### config.mk
export PLATFORM = sky130hd
export DESIGN_NAME = case_folded_substring_matcher
export DESIGN_NICKNAME = d
export VERILOG_FILES = /design/src/rtl/cfsm_pkg.sv /design/src/rtl/case_folded_substring_matcher.sv /design/src/rtl/cfsm_front.sv /design/src/rtl/cfsm_queue.sv /design/src/rtl/cfsm_back.sv
export SDC_FILE = /design/constraint.sdc
export NUM_CORES = 2
export LEC_CHECK = 0
export BUFFER_PORTS_ARGS = -buffer_cell sky130_fd_sc_hd__buf_4
export CAP_MARGIN = 20
export CELL_PAD_IN_SITES_DETAIL_PLACEMENT = 1
export CELL_PAD_IN_SITES_GLOBAL_PLACEMENT = 1
export CORE_MARGIN = 2
export CORE_UTILIZATION = 45
export CTS_CLUSTER_DIAMETER = 150
export CTS_CLUSTER_SIZE = 30
export DETAILED_ROUTE_END_ITERATION = 7
export MAX_ROUTING_LAYER = met4
export PLACE_DENSITY = 0.72
export RECOVER_POWER = 50
export SYNTH_ARGS = -nofsm -noshare
export SYNTH_HDL_FRONTEND = slang
export SYNTH_SLANG_ARGS = --single-unit
### constraint.sdc
create_clock -name aclk -period 127.1 [get_ports aclk]
set_clock_uncertainty 0.15 [all_clocks]
set_input_delay 38.13 -clock aclk [delete_from_list [all_inputs] [get_ports aclk]]
set_output_delay 38.13 -clock aclk [all_outputs]
set_load 0.02 [all_outputs]
### src/rtl/cfsm_pkg.sv
`default_nettype none

package cfsm_pkg;

    // pattern store depth and derived widths
    localparam int PAT_MAX = 64;
    localparam int LEN_W   = $clog2(PAT_MAX + 1);
    localparam int CHAR_W  = 8;
    localparam int POS_W   = 16;
    localparam logic [POS_W-1:0] POS_LIMIT = {POS_W{1'b1}};

    // front to back queue
    localparam int QUEUE_DEPTH = 2;
    localparam int QPTR_W      = $clog2(QUEUE_DEPTH);
    localparam int QCNT_W      = $clog2(QUEUE_DEPTH + 1);

    // port widths
    localparam int IN_TDATA_W  = 16;
    localparam int OUT_TDATA_W = 40;

    // opcodes
    localparam logic OP_PATTERN = 1'b0;
    localparam logic OP_TEXT    = 1'b1;

    // ascii folding
    localparam logic [CHAR_W-1:0] CHAR_LOWER_A = 8'h61;
    localparam logic [CHAR_W-1:0] CHAR_LOWER_Z = 8'h7a;
    localparam logic [CHAR_W-1:0] CASE_OFFSET  = 8'd32;

    typedef struct packed {
        logic              is_text;
        logic              first;
        logic [CHAR_W-1:0] ch;
    } cmd_t;

    // found sits in the lowest bit
    typedef struct packed {
        logic             overflow;
        logic [POS_W-1:0] count;
        logic [POS_W-1:0] start;
        logic             found;
    } result_t;

    localparam int RESULT_W = $bits(result_t);

    function automatic logic [CHAR_W-1:0] fold_upper(input logic [CHAR_W-1:0] c);
        logic [CHAR_W-1:0] r;
        r = c;
        if (c >= CHAR_LOWER_A && c <= CHAR_LOWER_Z) begin
            r = c - CASE_OFFSET;
        end
        return r;
    endfunction

endpackage

`default_nettype wire

### src/rtl/case_folded_substring_matcher.sv
// an item taken on s_ passes the front register, a queue entry and the result register
// throughput: one item per cycle without output stalls, whole pattern vs window in parallel
// the front register, a two-item queue and the result register keep both sides decoupled
// reset: synchronous active-low aresetn clears length, counters, window and flags
// the pattern store itself is not cleared, only entries below the length are used
`default_nettype none

module case_folded_substring_matcher (
    input  wire logic                                 aclk,
    input  wire logic                                 aresetn,
    // input items
    input  wire logic                                 s_tvalid,
    output logic                                      s_tready,
    input  wire logic [cfsm_pkg::IN_TDATA_W-1:0]      s_tdata,  // char_value[7:0], first_flag[8]
    input  wire logic                                 s_tuser,  // opcode
    // result items
    output logic                                      m_tvalid,
    input  wire logic                                 m_tready,
    output logic [cfsm_pkg::OUT_TDATA_W-1:0]          m_tdata   // match_found[0],
                                                                // match_start[16:1],
                                                                // match_count[32:17],
                                                                // pattern_overflow[33]
);
    import cfsm_pkg::*;

    // front to queue
    logic    push_valid, push_ready;
    cmd_t    push_cmd;
    // queue to back
    logic    pop_valid, pop_ready;
    cmd_t    pop_cmd;
    // back result
    result_t res_data;

    // front: takes items, folds case and classifies pattern or text
    cfsm_front u_front (
        .aclk       (aclk),
        .aresetn    (aresetn),
        .s_tvalid   (s_tvalid),
        .s_tready   (s_tready),
        .s_tdata    (s_tdata),
        .s_tuser    (s_tuser),
        .push_valid (push_valid),
        .push_ready (push_ready),
        .push_cmd   (push_cmd)
    );

    // short queue so either side can stall on its own
    cfsm_queue u_queue (
        .aclk       (aclk),
        .aresetn    (aresetn),
        .push_valid (push_valid),
        .push_ready (push_ready),
        .push_cmd   (push_cmd),
        .pop_valid  (pop_valid),
        .pop_ready  (pop_ready),
        .pop_cmd    (pop_cmd)
    );

    // back: pattern store, text window, parallel compare and counters
    cfsm_back u_back (
        .aclk      (aclk),
        .aresetn   (aresetn),
        .pop_valid (pop_valid),
        .pop_ready (pop_ready),
        .pop_cmd   (pop_cmd),
        .res_valid (m_tvalid),
        .res_ready (m_tready),
        .res_data  (res_data)
    );

    // pad the result up to whole bytes
    assign m_tdata = {{(OUT_TDATA_W - RESULT_W){1'b0}}, res_data};

    // the front never offers an item to a full queue without holding it
    a_queue_no_drop: assert property (@(posedge aclk) disable iff (!aresetn)
        push_valid && !push_ready |=> push_valid && $stable(push_cmd))
        else $error("front item dropped while queue full");

    // a reported occurrence always has a non-zero running count
    a_match_counts: assert property (@(posedge aclk) disable iff (!aresetn)
        m_tvalid && m_tdata[0] |-> m_tdata[32:17] != '0)
        else $error("match reported with zero count");

    // start position is zero whenever nothing matched
    a_start_zero: assert property (@(posedge aclk) disable iff (!aresetn)
        m_tvalid && !m_tdata[0] |-> m_tdata[16:1] == '0)
        else $error("non-zero start without a match");

endmodule

`default_nettype wire

### src/rtl/cfsm_front.sv
`default_nettype none

module cfsm_front (
    input  wire logic                                 aclk,
    input  wire logic                                 aresetn,
    input  wire logic                                 s_tvalid,
    output logic                                      s_tready,
    input  wire logic [cfsm_pkg::IN_TDATA_W-1:0]      s_tdata,
    input  wire logic                                 s_tuser,
    output logic                                      push_valid,
    input  wire logic                                 push_ready,
    output cfsm_pkg::cmd_t                            push_cmd
);
    import cfsm_pkg::*;

    logic front_valid_reg, front_valid_next;
    cmd_t front_cmd_reg, front_cmd_next;
    logic take;

    assign s_tready   = !front_valid_reg || push_ready;
    assign take       = s_tvalid && s_tready;
    assign push_valid = front_valid_reg;
    assign push_cmd   = front_cmd_reg;

    always_comb begin
        front_valid_next = front_valid_reg;
        front_cmd_next   = front_cmd_reg;
        if (take) begin
            front_valid_next       = 1'b1;
            front_cmd_next.is_text = (s_tuser == OP_TEXT);
            front_cmd_next.first  = s_tdata[CHAR_W];
            front_cmd_next.ch     = fold_upper(s_tdata[CHAR_W-1:0]);
        end else if (push_ready) begin
            front_valid_next = 1'b0;
        end
    end

    always_ff @(posedge aclk) begin
        if (!aresetn) begin
            front_valid_reg <= 1'b0;
        end else begin
            front_valid_reg <= front_valid_next;
        end
    end

    always_ff @(posedge aclk) begin
        front_cmd_reg <= front_cmd_next;
    end

endmodule

`default_nettype wire

### src/rtl/cfsm_queue.sv
`default_nettype none

module cfsm_queue (
    input  wire logic            aclk,
    input  wire logic            aresetn,
    input  wire logic            push_valid,
    output logic                 push_ready,
    input  wire cfsm_pkg::cmd_t  push_cmd,
    output logic                 pop_valid,
    input  wire logic            pop_ready,
    output cfsm_pkg::cmd_t       pop_cmd
);
    import cfsm_pkg::*;

    cmd_t              entry_reg [QUEUE_DEPTH];
    logic [QPTR_W-1:0] wr_ptr_reg, wr_ptr_next;
    logic [QPTR_W-1:0] rd_ptr_reg, rd_ptr_next;
    logic [QCNT_W-1:0] count_reg, count_next;
    logic              do_push, do_pop;

    assign push_ready = (count_reg != QCNT_W'(QUEUE_DEPTH));
    assign pop_valid  = (count_reg != '0);
    assign pop_cmd    = entry_reg[rd_ptr_reg];
    assign do_push    = push_valid && push_ready;
    assign do_pop     = pop_valid && pop_ready;

    always_comb begin
        wr_ptr_next = wr_ptr_reg;
        rd_ptr_next = rd_ptr_reg;
        count_next  = count_reg;
        if (do_push) begin
            wr_ptr_next = (wr_ptr_reg == QPTR_W'(QUEUE_DEPTH - 1)) ? '0 : wr_ptr_reg + 1'b1;
        end
        if (do_pop) begin
            rd_ptr_next = (rd_ptr_reg == QPTR_W'(QUEUE_DEPTH - 1)) ? '0 : rd_ptr_reg + 1'b1;
        end
        if (do_push && !do_pop) begin
            count_next = count_reg + 1'b1;
        end else if (do_pop && !do_push) begin
            count_next = count_reg - 1'b1;
        end
    end

    always_ff @(posedge aclk) begin
        if (!aresetn) begin
            wr_ptr_reg <= '0;
            rd_ptr_reg <= '0;
            count_reg  <= '0;
        end else begin
            wr_ptr_reg <= wr_ptr_next;
            rd_ptr_reg <= rd_ptr_next;
            count_reg  <= count_next;
        end
    end

    always_ff @(posedge aclk) begin
        if (do_push) begin
            entry_reg[wr_ptr_reg] <= push_cmd;
        end
    end

endmodule

`default_nettype wire

### src/rtl/cfsm_back.sv
`default_nettype none

module cfsm_back (
    input  wire logic              aclk,
    input  wire logic              aresetn,
    input  wire logic              pop_valid,
    output logic                   pop_ready,
    input  wire cfsm_pkg::cmd_t    pop_cmd,
    output logic                   res_valid,
    input  wire logic              res_ready,
    output cfsm_pkg::result_t      res_data
);
    import cfsm_pkg::*;

    logic [CHAR_W-1:0] pat_reg [PAT_MAX];
    logic [CHAR_W-1:0] win_reg [PAT_MAX];
    logic [CHAR_W-1:0] win_sh  [PAT_MAX];
    logic [LEN_W-1:0]  len_reg, len_next;
    logic [LEN_W-1:0]  fill_reg, fill_next;
    logic [POS_W-1:0]  pos_reg, pos_next;
    logic [POS_W-1:0]  total_reg, total_next;
    logic              ovf_reg, ovf_next;
    logic              res_valid_reg;
    result_t           res_data_reg, res_data_next;

    logic              pop;
    logic              pat_shift, win_load;
    logic [LEN_W-1:0]  plen_base, fill_base;
    logic [POS_W-1:0]  pos_base, total_base;
    logic [PAT_MAX-1:0] hit;
    logic              found;
    logic [POS_W:0]    start_wide;

    assign pop_ready = !res_valid_reg || res_ready;
    assign pop       = pop_valid && pop_ready;
    assign res_valid = res_valid_reg;
    assign res_data  = res_data_reg;

    // window after this character shifts in, cleared on a text restart
    always_comb begin
        win_sh[0] = pop_cmd.ch;
        for (int k = 1; k < PAT_MAX; k++) begin
            win_sh[k] = pop_cmd.first ? '0 : win_reg[k-1];
        end
        for (int k = 0; k < PAT_MAX; k++) begin
            hit[k] = (win_sh[k] == pat_reg[k]) || (LEN_W'(k) >= len_reg);
        end
    end

    always_comb begin
        plen_base  = pop_cmd.first ? '0 : len_reg;
        fill_base  = pop_cmd.first ? '0 : fill_reg;
        pos_base   = pop_cmd.first ? '0 : pos_reg;
        total_base = pop_cmd.first ? '0 : total_reg;

        len_next   = len_reg;
        fill_next  = fill_reg;
        pos_next   = pos_reg;
        total_next = total_reg;
        ovf_next   = ovf_reg;
        pat_shift  = 1'b0;
        win_load   = 1'b0;
        found      = 1'b0;
        start_wide = '0;
        res_data_next = res_data_reg;

        if (pop) begin
            if (pop_cmd.is_text) begin
                win_load  = 1'b1;
                fill_next = (fill_base == LEN_W'(PAT_MAX)) ? fill_base : fill_base + 1'b1;
                found     = (len_reg != '0) && (fill_next >= len_reg) && (&hit);
                start_wide = ({1'b0, pos_base} + 1'b1) - (POS_W + 1)'(len_reg);
                total_next = (found && total_base != POS_LIMIT) ? total_base + 1'b1
                                                                 : total_base;
                pos_next   = (pos_base != POS_LIMIT) ? pos_base + 1'b1 : pos_base;
                res_data_next.found    = found;
                res_data_next.start    = found ? start_wide[POS_W-1:0] : '0;
                res_data_next.count    = total_next;
                res_data_next.overflow = ovf_reg;
            end else begin
                ovf_next = pop_cmd.first ? 1'b0 : ovf_reg;
                if (plen_base < LEN_W'(PAT_MAX)) begin
                    pat_shift = 1'b1;
                    len_next  = plen_base + 1'b1;
                end else begin
                    len_next  = plen_base;
                    ovf_next  = 1'b1;
                end
                res_data_next.found    = 1'b0;
                res_data_next.start    = '0;
                res_data_next.count    = total_reg;
                res_data_next.overflow = ovf_next;
            end
        end
    end

    always_ff @(posedge aclk) begin
        if (!aresetn) begin
            len_reg       <= '0;
            fill_reg      <= '0;
            pos_reg       <= '0;
            total_reg     <= '0;
            ovf_reg       <= 1'b0;
            res_valid_reg <= 1'b0;
            for (int k = 0; k < PAT_MAX; k++) begin
                win_reg[k] <= '0;
            end
        end else begin
            len_reg   <= len_next;
            fill_reg  <= fill_next;
            pos_reg   <= pos_next;
            total_reg <= total_next;
            ovf_reg   <= ovf_next;
            if (pop) begin
                res_valid_reg <= 1'b1;
            end else if (res_ready) begin
                res_valid_reg <= 1'b0;
            end
            if (win_load) begin
                for (int k = 0; k < PAT_MAX; k++) begin
                    win_reg[k] <= win_sh[k];
                end
            end
        end
    end

    // pattern kept newest first so entry k lines up with window entry k
    always_ff @(posedge aclk) begin
        res_data_reg <= res_data_next;
        if (pat_shift) begin
            pat_reg[0] <= pop_cmd.ch;
            for (int k = 1; k < PAT_MAX; k++) begin
                pat_reg[k] <= pat_reg[k-1];
            end
        end
    end

endmodule

`default_nettype wire

; ---- Yosys cells after proc, flatten, opt, wreduce, memory -nomap -nowiden
; Memory sizes are Yosys's and may differ from the RTL's. A register that Yosys moved wholly into a read port is not among the register bits.
; Index checks and enable logic that the tools add are counted.
[word_totals]
ram_bits = 1044
word_cells = 483
input_bits = 21
reg_bits = 97
output_inout_bits = 42
mem_count = 3
[classes]
add_sub_neg = 11
bitwise = 65
mux = 163
n_reduce_logical = 88
n_eq_ne = 68
order_cmp = 68
[mem_list]
columns = memory, words, word_bits, rd, rd_clocked_by_memory_dff, write_ports, line
row1 = u_back.pat_reg, 64, 8, 64, 0, 64, cfsm_back.sv:15  ; logic [CHAR_W-1:0] pat_reg [PAT_MAX];
row2 = u_back.win_reg, 64, 8, 63, 0, 64, cfsm_back.sv:16  ; logic [CHAR_W-1:0] win_reg [PAT_MAX];
row3 = u_queue.entry_reg, 2, 10, 1, 1, 1, cfsm_queue.sv:15  ; cmd_t entry_reg [QUEUE_DEPTH];
[ops]
columns = cell, count
row1 = 2-to-1 mux 8 bit, 128
row2 = equality test 8 bit, 64
row3 = ">= comparator 6 x 7 -> 1 bit, first input constant", 32
row4 = ">= comparator 5 x 7 -> 1 bit, first input constant", 16
row5 = 2-to-1 mux 16 bit, 5
row6 = logical OR 1 bit, 66
row7 = bitwise OR 1 bit, 64
row8 = AND reduction 64 bit, 1
row9 = ">= comparator 4 x 7 -> 1 bit, first input constant", 8
row10 = "adder 16 x 1 -> 16 bit, second input constant", 3
row11 = 2-to-1 mux 34 bit, 1
row12 = "!= test 16 bit, second input constant", 2
row13 = ">= comparator 3 x 7 -> 1 bit, first input constant", 4
row14 = 2-to-1 mux 7 bit, 4
row15 = 2-to-1 mux 1 bit, 23
row16 = subtractor 16 x 7 -> 16 bit, 1
row17 = "adder 7 x 1 -> 7 bit, second input constant", 2
row18 = ">= comparator 1 x 7 -> 1 bit, first input constant", 2
row19 = ">= comparator 2 x 7 -> 1 bit, first input constant", 2
row20 = logical AND 1 bit, 9
row21 = ">= comparator 8 x 7 -> 1 bit, second input constant", 1
row22 = "<= comparator 8 x 7 -> 1 bit, second input constant", 1
row23 = nonzero test 2 bit, 4
row24 = "subtractor 8 x 6 -> 8 bit, second input constant", 1
row25 = other kinds (12), 19

; ---- Longest topological paths before layout
[depth]
depth_word = 9
mapped_depth = 26
ltp_nobuf = 19

; ---- Cells and area by module
; Synthesis repeated with hierarchy kept, for this count alone.
[hier_totals]
hier_cells = 4300
hier_area_um2 = 52912.0
[by_module_without_submodules]
columns = module, instances, seq_area_each_um2, cells_each, area_each_um2
row1 = cfsm_back, 1, 32491.2, 4210, 51476.9
row2 = cfsm_queue, 1, 700.7, 56, 952.2
row3 = cfsm_front, 1, 320.3, 27, 434.2
row4 = case_folded_substring_matcher, 1, 0.0, 7, 48.8

; ---- Worst setup path after synthesis
; OpenSTA, ideal clock, no wires.
[synth_path]
path_type = in2reg
startpoint = in m_tready
endpoint = reg u_back.len_reg[1]
t_arrival_ps = 65934
path_buffers = 0
path_stages = 7
t_required_ps = 126813
setup_ps = 137
setup_slack_ps = 60879
cell_sequence = nor2b_1 -> or2_2 -> inv_1 -> nand2_1 -> a21oi_1 -> mux2i_1 -> nor2b_1
[synth_between]
elab_chain_cells = 3
[synth_lines]
columns = element, line
row1 = "start, declared", case_folded_substring_matcher.sv:18  ; input wire logic m_tready,
row2 = logical OR 1 bit, cfsm_back.sv:34  ; assign pop_ready = !res_valid_reg || res_ready;
row3 = logical AND 1 bit, cfsm_back.sv:35  ; assign pop = pop_valid && pop_ready;
row4 = net u_back.pop, cfsm_back.sv:26  ; logic pop;
row5 = AND reduction 2 bit (no source line), n/a
row6 = "end signal, assigned", cfsm_back.sv:109  ; len_reg <= len_next;
row7 = "end, declared", cfsm_back.sv:18  ; logic [LEN_W-1:0] len_reg, len_next;
; The timed path passes the listed nets, and every way through them passes these cells.
; A chain may end at the register's enable or synchronous reset.

==> summary.log <==
qor: grt.first_global_vias 35400
qor: outcome.run_status complete, but fails checks
qor: synthesis.synth.cells.most_frequent sky130_fd_sc_hd__edfxtp_1 (1080), sky130_fd_sc_hd__nor2_1 (567), sky130_fd_sc_hd__and2_1 (274)
qor: cells_and_area.cell_area_after_layout 55700 um2
qor: worst_hold_path.holdCritStartpoint u_front.push_cmd[8]$_DFFE_PP_
qor: pwr.power_density 17.7 nW/um2
qor: clock_network.hold_fix_buffer_count_after_cts 0
qor: floorplanning.count_of_standard_cell_rows 125
qor: sta.setup_repair_after_global_routing_missed_its_margin no
qor: sta.finalMaxSlewViolations 989
qor: floorplanning.floorplan.core_area 117000 um2
qor: setup_path.timing.critical_path.from_type primary input
qor: sta.finalCritPeriodShare 40.8%
qor: clock_network.clk_transition_reported_paths 0.11 ns
qor: clock_network.cts_buffer_depth 3
qor: clock_network.tritoncts_num_sinks 1134
qor: detailed_routing.routed-via-count 35000
qor: clock_network.cts.repair_timing.setup_buffer_count 0
qor: placed_design.placed_cells_incl_taps 5594
qor: cells_and_area.stdcell_count 5661
qor: placed_design.post-dp-hpwl 85200 um
qor: synthesis.synth_area_leader_cell sky130_fd_sc_hd__edfxtp_1
qor: grt.grt_max_degree 182
qor: floorplanning.top_level_ports 63
qor: sta.worst-slew-pin-transition 9.73 ns
qor: worst_hold_path.hold_path_endpoint u_queue.entry_reg[1][8]$_DFFE_PP_
qor: floorplanning.die_y 347 um
qor: sta.relSlewSlack -549%
qor: grt.grt.total_usage 22.1%
qor: synthesis.yosys.area.top_type_share 61.3%
qor: synthesis.ys_ff_latch 1134
qor: setup_path.cp_data_required_time 127.25 ns
qor: setup_path.reg2reg_setup_slack 109.70 ns
qor: clock_network.htreeDepth 2
qor: worst_hold_path.min_path_type reg2reg
qor: cells_and_area.drive_gt1_share 2.34%
qor: synthesis.most_frequently_used_flop_master_after_synthesis sky130_fd_sc_hd__edfxtp_1
qor: detailed_routing.drt_first_pass_iters 5
qor: synthesis.synth_top_area_cells sky130_fd_sc_hd__edfxtp_1 (61%), sky130_fd_sc_hd__nor4bb_1 (4.5%), sky130_fd_sc_hd__xnor2_1 (4.1%)
qor: floorplanning.die_area 120000 um2
qor: clock_network.cts_buffers 43
qor: setup_path.path_class in2reg
qor: synthesis.async_reset_ff_share 0%
qor: synthesis.yosysMostFrequentCell sky130_fd_sc_hd__edfxtp_1
qor: sta.timing.fmax 19.3 MHz
qor: clock_network.root_buffer sky130_fd_sc_hd__clkbuf_16
qor: setup_path.critPathTopFamily buffers and inverters
qor: synthesis.synth_sequential_area_ratio 63.3%
qor: flow_run.cap_violations 12
qor: sta.finalWorstPathRequiredPeriod 51.81 ns
qor: placed_design.portBuffers 49
qor: pwr.irDropWorstVdd 0.0131 mV
qor: clock_network.clk_latency 0.69 ns
qor: cells_and_area.synthesis_to_layout_area_growth 5.21%
qor: synthesis.synth_edf_count 1080
qor: synthesis.syn-cell-area 52900 um2
qor: cells_and_area.largest_register_ffs 512
qor: setup_path.timing.reg2reg.worst_path_depth 13
qor: sta.final_hold_viol_count 0
qor: setup_path.path_buf_inv 4
qor: clock_network.cts_tree built
qor: setup_path.worst_path_max_delay_cell sky130_fd_sc_hd__clkbuf_1
qor: grt.globalRoute.totalOverflow 0
qor: sta.setup_tns 0 ns
qor: pwr.p_leak 18.3 nW
qor: placed_design.place_congestion 0.829
qor: detailed_routing.totalWireLength 132000 um
qor: cells_and_area.nNetsFinal 4181
qor: floorplanning.dieWidth 347 um
qor: detailed_routing.drt_iter0_markers 2796
qor: synthesis.number_of_distinct_standard_cells_referenced_by_the_synthesized_netlist 83
qor: detailed_routing.postRouteAntennaNets 0
qor: detailed_routing.post_drt_wl_per_cell 23.3 um
qor: setup_path.slowest_delay 6.91 ns
qor: grt.grt_pass1_wl 206000 um
qor: cells_and_area.antenna_cells 0
qor: worst_hold_path.min_delay_path_depth 0
qor: setup_path.timing.critical_path.arrival 51.95 ns
qor: synthesis.number_of_standard_cells_after_synthesis 4179
qor: detailed_routing.drt_drc_violations_left 0
qor: setup_path.capturing_point_of_the_worst_reg2reg_path u_back.res_data[27]$_DFFE_PP_
qor: synthesis.post_synth.cell_area_avg 12.7 um2
qor: floorplanning.initial_utilization 45.4%
qor: synthesis.synth_warnings 0
qor: placed_design.placed_area 54700 um2
qor: grt.number_of_antenna_violations_at_the_first_check_in_global_routing 2
qor: setup_path.crit_fanout 160
qor: clock_network.cts.repair.resized 0
qor: setup_path.path_cells clkbuf_1 > nand2_1 > clkbuf_1 > buf_4 > buf_4
qor: setup_path.worst_setup_path_end_kind register
qor: detailed_routing.drt-vias-per-instance 6.18
qor: sta.finalSetupViolations 0
qor: outcome.failed_checks capacitance limit, slew limit
-- metrics by stage --
step | hold slack, ns | utilization [%] | worst slack [ns] | power, W
2_1_floorplan | 0.271 | - | 60.88 | 0.000802
3_3_place_gp | 0.275 | 47.0 | 84.38 | 0.000797
3_5_place_dp | 0.285 | 47.0 | 84.31 | 0.000811
4_1_cts | 0.311 | 48.0 | 85.03 | 0.000987
5_1_grt | 0.321 | 47.8 | 73.97 | 0.00103
6_report | 0.307 | 47.8 | 75.29 | 0.000983
-- how the worst max path moves through the flow --
stage,startpoint,end,slack [ns],cells past startpoint
2_1_floorplan,m_tready,u_back.len_reg[1]$_SDFFE_PN0P_,60.88,7
3_3_place_gp,m_tready,u_back.win_reg[1][243]$_SDFFCE_PN0P_,84.38,9
3_5_place_dp,m_tready,u_back.win_reg[1][244]$_SDFFCE_PN0P_,84.31,9
4_1_cts,m_tready,u_back.win_reg[1][234]$_SDFFCE_PN0P_,85.03,9
5_1_grt,aresetn,u_back.win_reg[1][234]$_SDFFCE_PN0P_,73.97,5
6_report,aresetn,u_back.win_reg[1][238]$_SDFFCE_PN0P_,75.29,5
-- power breakdown --
group	total [W]	leakage, nW	switching [W]	internal (W)
registers	0.000588	10.7	0.0000714	0.000517
clock network	0.000178	0.580	0.000114	0.0000648
logic	0.000217	6.96	0.000141	0.0000755
-- logic make-up (layout without fill, tap and decap cells) --
group           Yosys count  count (layout)  synth area share [%]
compound gates          792             792                  10.7
xor+xnor                269             269                  4.45
fa+ha+maj                44              44                  1.05
buf+inv                 257             210                  2.08
flops                  1134            1134                  63.3
mux                      14              14                 0.284
other cells               1               6               0.00708
simple gates           1668            1668                  18.1
-- cells in the final DEF, fill, tap and decap left out, types with 13 or more instances in the layout --
cell type,instances
sky130_fd_sc_hd__inv_1,58
sky130_fd_sc_hd__o32ai_1,238
sky130_fd_sc_hd__nor2_1,566
sky130_fd_sc_hd__a31oi_1,245
sky130_fd_sc_hd__buf_4,23
sky130_fd_sc_hd__ha_1,43
sky130_fd_sc_hd__and2_0,34
sky130_fd_sc_hd__or4_1,14
sky130_fd_sc_hd__nor4_1,19
sky130_fd_sc_hd__and3_1,244
sky130_fd_sc_hd__a21oi_1,75
sky130_fd_sc_hd__clkbuf_16,43
sky130_fd_sc_hd__a22oi_1,13
sky130_fd_sc_hd__or3_1,15
sky130_fd_sc_hd__nor3_1,24
sky130_fd_sc_hd__nand2_1,132
sky130_fd_sc_hd__nand3_1,48
sky130_fd_sc_hd__and2_1,240
sky130_fd_sc_hd__clkbuf_1,72
sky130_fd_sc_hd__o21ai_0,79
sky130_fd_sc_hd__nand4_1,46
sky130_fd_sc_hd__nor4bb_1,237
sky130_fd_sc_hd__xnor2_1,250
sky130_fd_sc_hd__dfxtp_1,54
sky130_fd_sc_hd__edfxtp_1,1080
sky130_fd_sc_hd__xor2_1,19
sky130_fd_sc_hd__a41oi_1,29
-- per-layer routing --
| layer | vias up | track usage [%] | part of all wire, % | wire length (um) |
|---|---|---|---|---|
| met2 | 700 | 37.1 | 50 | 66000 |
| met1 | 18000 | 29.6 | 44 | 58100 |
| met5 | - | - | 0 | 0 |
| li1 | 16100 | - | - | - |
| met4 | 0 | 4.95 | 2.1 | 2710 |
| met3 | 143 | 1.79 | 3.7 | 4930 |
-- final cells by class --
cell class / count / area, um2
Sequential cell: 1134 / 33500
Clock buffer: 62 / 1150
Tap cell: 1524 / 1910
Inverter: 60 / 225
Fill cell: 11900 / 60800
Timing Repair Buffer: 84 / 482
Multi-Input combinational cell: 2793 / 18400
Clock inverter: 4 / 61.3
(Power assumes the default switching activity.)
